`config.mk`:
```
export PLATFORM = sky130hd
export DESIGN_NAME = pfpq_ctrl
export DESIGN_NICKNAME = d
export VERILOG_FILES = /design/src/rtl/pfpq_pkg.sv /design/src/rtl/pfpq_ctrl.sv
export SDC_FILE = /design/constraint.sdc
export NUM_CORES = 1
export LEC_CHECK = 0
export CORE_AREA = 2 2 39 41
export CTS_CLUSTER_SIZE = 28
export DETAILED_ROUTE_END_ITERATION = 12
export DIE_AREA = 0 0 41 43
export DONT_BUFFER_PORTS = 1
export GPL_TIMING_DRIVEN = 0
export HOLD_SLACK_MARGIN = 0.02
export PLACE_DENSITY = 0.3
export SLEW_MARGIN = 20
export SYNTH_ARGS = -nofsm -noshare
export SYNTH_HDL_FRONTEND = slang
export SYNTH_SLANG_ARGS = --single-unit
```
`constraint.sdc`:
```
create_clock -name clk_i -period 1.4 [get_ports clk_i]
set_clock_uncertainty 0.15 [all_clocks]
set_input_delay 0.42 -clock clk_i [delete_from_list [all_inputs] [get_ports clk_i]]
set_output_delay 0.42 -clock clk_i [all_outputs]
set_load 0.01 [all_outputs]
```
`src/rtl/pfpq_pkg.sv`:
```
// Shared codes and control types for the pair frequency priority queue.
`default_nettype none

package pfpq_pkg;

  localparam int unsigned FUNC_BITS = 2;
  localparam int unsigned POS_BITS  = 20;
  localparam int unsigned AGE_BITS  = 32;

  localparam logic [FUNC_BITS-1:0] FUNC_INSERT  = 2'd0;
  localparam logic [FUNC_BITS-1:0] FUNC_DELETE  = 2'd1;
  localparam logic [FUNC_BITS-1:0] FUNC_EXTRACT = 2'd2;
  localparam logic [FUNC_BITS-1:0] FUNC_NOP     = 2'd3;

  typedef struct packed {
    logic load;    // capture item, restart trackers
    logic clr;     // write an invalid entry at the sweep address
    logic rd;      // issue a table read at the sweep address
    logic commit;  // apply the operation and load the result
  } pfpq_cmd_t;

  typedef struct packed {
    logic addr_last;
  } pfpq_sts_t;

endpackage

`default_nettype wire

```
`src/rtl/pfpq_ctrl.sv`:
```
// Sequencer: reset clearing pass, table scan, commit and output handshake.
`default_nettype none

module pfpq_ctrl (
  input  wire                                   clk_i,
  input  wire                                   rst_ni,
  input  wire                                   in_valid_i,
  output logic                                  in_ready_o,
  input  wire  [pfpq_pkg::FUNC_BITS-1:0]        func_i,
  output logic                                  out_valid_o,
  input  wire                                   out_ready_i,
  input  pfpq_pkg::pfpq_sts_t                   sts_i,
  output pfpq_pkg::pfpq_cmd_t                   cmd_o
);
  import pfpq_pkg::*;

  localparam logic [2:0] ST_CLEAR  = 3'd0;
  localparam logic [2:0] ST_IDLE   = 3'd1;
  localparam logic [2:0] ST_SCAN   = 3'd2;
  localparam logic [2:0] ST_DRAIN  = 3'd3;
  localparam logic [2:0] ST_COMMIT = 3'd4;

  logic [2:0] state_q, state_d;
  logic       out_valid_q, out_valid_d;
  logic       slot_free;

  assign in_ready_o  = (state_q == ST_IDLE);
  assign out_valid_o = out_valid_q;
  assign slot_free   = !out_valid_q || out_ready_i;

  always_comb begin
    state_d    = state_q;
    cmd_o      = '0;
    case (state_q)
      ST_CLEAR: begin
        cmd_o.clr = 1'b1;
        if (sts_i.addr_last) state_d = ST_IDLE;
      end
      ST_IDLE: begin
        if (in_valid_i) begin
          cmd_o.load = 1'b1;
          state_d    = (func_i == FUNC_NOP) ? ST_COMMIT : ST_SCAN;
        end
      end
      ST_SCAN: begin
        cmd_o.rd = 1'b1;
        if (sts_i.addr_last) state_d = ST_DRAIN;
      end
      ST_DRAIN: begin
        state_d = ST_COMMIT;
      end
      ST_COMMIT: begin
        if (slot_free) begin
          cmd_o.commit = 1'b1;
          state_d      = ST_IDLE;
        end
      end
      default: begin
        state_d = ST_IDLE;
      end
    endcase
  end

  always_comb begin
    out_valid_d = out_valid_q;
    if (out_ready_i) out_valid_d = 1'b0;
    if (cmd_o.commit) out_valid_d = 1'b1;
  end

  always_ff @(posedge clk_i or negedge rst_ni) begin
    if (!rst_ni) begin
      state_q     <= ST_CLEAR;
      out_valid_q <= 1'b0;
    end else begin
      state_q     <= state_d;
      out_valid_q <= out_valid_d;
    end
  end

  a_result_from_commit: assert property (@(posedge clk_i) disable iff (!rst_ni)
    $rose(out_valid_q) |-> $past(state_q == ST_COMMIT))
    else $error("result raised outside commit");

  a_accept_starts_work: assert property (@(posedge clk_i) disable iff (!rst_ni)
    (in_valid_i && in_ready_o) |=> (state_q == ST_SCAN || state_q == ST_COMMIT))
    else $error("accepted item did not start");

  a_drain_single: assert property (@(posedge clk_i) disable iff (!rst_ni)
    (state_q == ST_DRAIN) |=> (state_q == ST_COMMIT))
    else $error("drain did not lead to commit");

endmodule

`default_nettype wire

```
==> results.tsv, run 1 <==
metric	value	unit
CP Capture Type	output pin	
IO buf count	0	
TritonCTS clock tree	yes	
CP max FO	3	
Crit path max-delay family	simple AND/OR/NAND/NOR gates	
# diodes	0	
pwr dens	2380	nW/um^2
placed instance area	254	um^2
Mapped Avg Cell Area	8.76	um^2
design area	325	um^2
post-synthesis sequential area ratio	45.7	%
leakage power	0.000137	uW
first-pass GRT wire length	834	um
Worst Hold Launch	in_valid_i	
Root Buffer	clkbuf_4	
hold-critical path depth	2	
R2R Setup Slk	0.20	ns
Die Wd	41	um
GRT Overall Usage	7.65	%
Post-Syn Nets	32	
Yosys top cell area share	45.7	%
RR Endpoint	state_q[0]	
CTS H-tree lvls	1	
Seq cells post-synth	4	
Tcrit/Tclk final	120	%
clock sink count	4	
largest family of logic cells by synthesized area	simple AND/OR/NAND/NOR gates	
WHS Endpoint	state_q[1]	
number of max-slew violations in the final report	0	
vias in the first global route	220	
DIE AREA	1760	um^2
CP bufs+invs	0	
starting density of the core	15.8	%
critical-path cell list	nand2b_4, nor2_4, and2_4	
Die Y	43	um
r2r worst-path depth	3	
Mapped Area	219	um^2
row count	14	
CP peak stage delay	0.41	ns
final setup vio count	5	
first drt pass iteration count	3	
Yosys cell types	16	
pre-CTS setup slack	-0.105	ns
Final Critical Period	1.68	ns
Worst-Skew Late Latency	0.24	ns
violated checks	negative setup slack	
max_slew headroom	75.8	%
Post-DRT Antenna Nets	0	
final hold viol count	0	
Slew @ Worst Pin	0.360	ns
TritonCTS buffer count	3	
Critical Path RT	0.83	ns
type of origin of the critical path	flop	
share of cells above drive strength 1	48.5	%
io pins	13	
reg-to-reg startpoint	state_q[0]	
Core Area	1380	um^2
1st-iter DRT viols	4	
commonest non-fill, non-tap cell in the layout	buf_4	
Worst Hold Class	in -> reg	
DR WL/cell	11.4	um
Area Overhead vs Synth	48.6	%
total of max-cap violations	0	
CTS Buffer Depth	2	
total number of vias	218	
worst setup margin	-0.283	ns
Yosys warnings	0	
largest area contributor in the netlist	dfrtp_1	
adder-cell share of the synthesized area	0	%
nets@finish	42	
Remaining DRCs	0	
RSZ-0062 raised after global routing	yes	
largest net degree at the start of global routing	8	
area fraction in compound gates after synthesis	16.6	%
status	finished with violations	
post-synthesis xor/xnor area fraction	0	%
Clock Pin Slew Worst Setup and Hold Paths	0.04	ns
simple-gate share of the synthesized area	34.3	%
highest clock rate	594	MHz
GRT overflow	0	
GPL Wtd Cong	0.702	
multiplexer share of the synthesized area	0	%
worst vdd ir	680	uV
Synth area leaders	dfrtp_1, nand2b_1, o21a_1	
Synth Instances	25	
Via density	4.45	
WS Path Type	reg -> out	
slowest CP cell	dfrtp_2	
initial antenna violation count	0	
Routed Wire Length	557	um
crit path DAT	1.11	ns
commonest cells after routing, fill and taps aside	buf_4, clkbuf_4, dfrtp_2	
-- kinds of logic after synthesis --
family                 count (synthesis)
buffers and inverters                  1
and+or+nand+nor                       14
AOI/OAI and AO/OA                      6
DFF                                    4
-- cells in the mapped netlist --
| cell | count |
|---|---|
| buf_4 | 1 |
| a31oi_1 | 1 |
| nor2b_1 | 1 |
| nor2_1 | 3 |
| nand4b_1 | 1 |
| o21ai_1 | 1 |
| a21oi_1 | 1 |
| nand2_1 | 2 |
| nand3_1 | 1 |
| and2_1 | 1 |
| nor2_2 | 1 |
| o21a_1 | 2 |
| nand2b_1 | 3 |
| dfrtp_1 | 4 |
| o21ai_0 | 1 |
| nor3_1 | 1 |
-- power breakdown --
part	total, uW	internal, uW	leakage, uW	switching, uW
clock network	151	96.4	0.0000138	54.2
registers	261	176	0.0000474	85.0
logic	361	196	0.0000758	165
-- metal layers --
layer	wire, um	GRT usage (%)	vias up
met5	0	0	-
met4	16	8.00	0
met3	64	3.14	2
met2	249	9.38	14
met1	227	9.06	96
li1	-	-	106
-- timing repair --
item,CTS,global route
hold endpoints to repair,4,0
resized for setup,5,0
setup buffers,3,1
pin swaps,1,1
endpoints found under the setup margin,5,5
hold buffers,1,0
-- state kept, by name, summed over array words and instances, names as in the netlist --
register,flops
state_q,3
out_valid_o,1
-- how the worst max path moves through the flow --
stage          cells after the start  startpoint       end  slack (ns)
2_1_floorplan                      3  state_q[2]  cmd_o[3]       -0.03
3_3_place_gp                       3  state_q[2]  cmd_o[3]       -0.10
3_5_place_dp                       3  state_q[2]  cmd_o[3]       -0.10
4_1_cts                            4  state_q[1]  cmd_o[0]       -0.29
5_1_grt                            4  state_q[1]  cmd_o[0]       -0.34
6_report                           3  state_q[2]  cmd_o[3]       -0.28
-- area by class of cell --
| type | instances | area [um^2] |
|---|---|---|
| clock buffers | 3 | 22.5 |
| well taps | 16 | 20.0 |
| repair buffers | 5 | 40.0 |
| multi-input cells | 20 | 131 |
| flip-flops and latches | 4 | 104 |
| plain buffers | 1 | 7.51 |
| fillers | 162 | 1060 |
-- per-stage QoR --
| stage | TNS (ns) | power (uW) | std cells | utilization [%] | hold WS, ns |
|---|---|---|---|---|---|
| after CTS | -1.14 | 762 | 48 | 23.0 | 0.198 |
| after floorplan | -0.0470 | 486 | 25 | - | -0.0256 |
| after global routing | -1.34 | 832 | 49 | 23.5 | 0.193 |
| final | -1.10 | 773 | 49 | 23.5 | 0.199 |
| after global placement | -0.206 | 536 | 41 | 18.4 | -0.0255 |
| after detailed placement | -0.213 | 534 | 41 | 18.4 | -0.0255 |
(Power assumes the default switching activity.)
==> inputs of run 2 (changes only) <==
Settings changed: BUFFER_PORTS_ARGS set to -buffer_cell sky130_fd_sc_hd__clkbuf_2, CTS_BUF_LIST set to sky130_fd_sc_hd__clkbuf_8, DONT_BUFFER_PORTS 1 to not set, PLACE_DENSITY 0.3 to 0.35.
==> results.tsv, run 2 (synthesis gave the netlist of run 1 again) <==
metric	value	unit
CP Capture Type	output pin	
Worst Hold Launch	in_valid_i	
Via density	4.09	
Seq. cell area	104	um^2
Area Overhead vs Synth	152	%
starting density of the core	15.8	%
number of max-slew violations in the final report	0	
worst vdd ir	997	uV
Routed Wire Length	804	um
DR WL/cell	11.5	um
GRT overflow	0	
1st-iter DRT viols	5	
Util after Layout	39.9	%
crit path DAT	1.13	ns
share of cells above drive strength 1	74.1	%
TritonCTS buffer count	3	
TritonCTS clock tree	yes	
GPL Wtd Cong	0.700	
worst setup margin	-0.304	ns
Tcrit/Tclk final	122	%
leakage power	0.000268	uW
commonest cells after routing, fill and taps aside	clkbuf_2, buf_4, buf_6	
Worst Hold Class	in -> reg	
pwr dens	2530	nW/um^2
CTS Buffer Depth	2	
Root Buffer	clkbuf_8	
clock sink count	4	
Die Y	43	um
DIE AREA	1760	um^2
pre-CTS setup slack	-0.200	ns
total of max-cap violations	0	
Final Critical Period	1.70	ns
Critical Path RT	0.83	ns
first drt pass iteration count	4	
total number of vias	286	
IO buf count	12	
# diodes	0	
Final HPWL DP	423	um
max reg flops	3	
vias in the first global route	292	
final setup vio count	5	
RSZ-0062 raised after global routing	yes	
nets@finish	63	
violated checks	negative setup slack	
CTS H-tree lvls	1	
setup TNS	-1.28	ns
highest clock rate	587	MHz
reg-to-reg startpoint	state_q[0]	
first-pass GRT wire length	1190	um
io pins	13	
GRT Overall Usage	10.8	%
Post-DRT Antenna Nets	0	
status	finished with violations	
area of the multi-input gates	161	um^2
final hold viol count	0	
Core Area	1380	um^2
row count	14	
max_slew headroom	80.2	%
Worst-Skew Late Latency	0.21	ns
crit path from	state_q[0]	
CP max FO	3	
Slew @ Worst Pin	0.296	ns
Power Total	1400	uW
WS Path Type	reg -> out	
Die Wd	41	um
Remaining DRCs	0	
initial antenna violation count	0	
type of origin of the critical path	flop	
Clock Pin Slew Worst Setup and Hold Paths	0.03	ns
Most flops, register	state_q	
fillers	136	
largest net degree at the start of global routing	6	
==> run 2: where the power goes <==
group / total, uW / leakage (uW) / internal, uW / switching (uW)
Clock: 241 / 0.0000216 / 183 / 58.2
Sequential: 241 / 0.0000474 / 176 / 64.9
Combinational: 915 / 0.000199 / 575 / 340
==> run 2: layout make-up <==
type	instances	share of cell area, %
Tap cell	16	3.63
Multi-Input combinational cell	20	29.3
Clock buffer	3	7.48
Sequential cell	4	18.8
Timing Repair Buffer	27	40.8
==> run 2: path summary, 6_finish.rpt <==
kind / cells after the start / endpoint / slack [ns]
worst max-delay path: 5 / cmd_o[3] / -0.30
worst min-delay path: 3 / state_q[1] / 0.35
worst max register to register: 7 / state_q[0] / 0.07
worst min register to register: 3 / out_valid_o / 0.44
max in group asynchronous: 2 / state_q[2] / 0.57
min in group asynchronous: 2 / out_valid_o / 0.40
==> run 2: what timing repair did <==
item / CTS / global route
setup buffers: 12 / 4
hold endpoints to repair: 4 / 0
gates resized for setup: 12 / 11
hold buffers: 1 / 0
endpoints found under the setup margin: 5 / 7
pin swaps: 6 / 3
==> run 2: per-stage QoR <==
step / cells / hold WS, ns / area, um^2
2_1_floorplan: 25 / -0.0256 / 234
3_3_place_gp: 53 / 0.0804 / 314
4_1_cts: 68 / 0.353 / 510
3_5_place_dp: 53 / 0.0817 / 314
6_report: 70 / 0.352 / 552
5_1_grt: 70 / 0.382 / 552
==> run 2: metal layers <==
layer,routed length [um],track usage [%],up-vias
li1,-,-,143
met1,332,13.3,133
met2,431,14.1,10
met3,40,3.14,0
met4,0,10.0,0
met5,0,0,-
==> run 2: critical path, cell delays in order, from the launching register on <==
cell      delay, ns
dfrtp_2        0.44
buf_12         0.14
nand2b_4       0.07
nor2_4         0.03
and2_4         0.13
buf_6          0.11
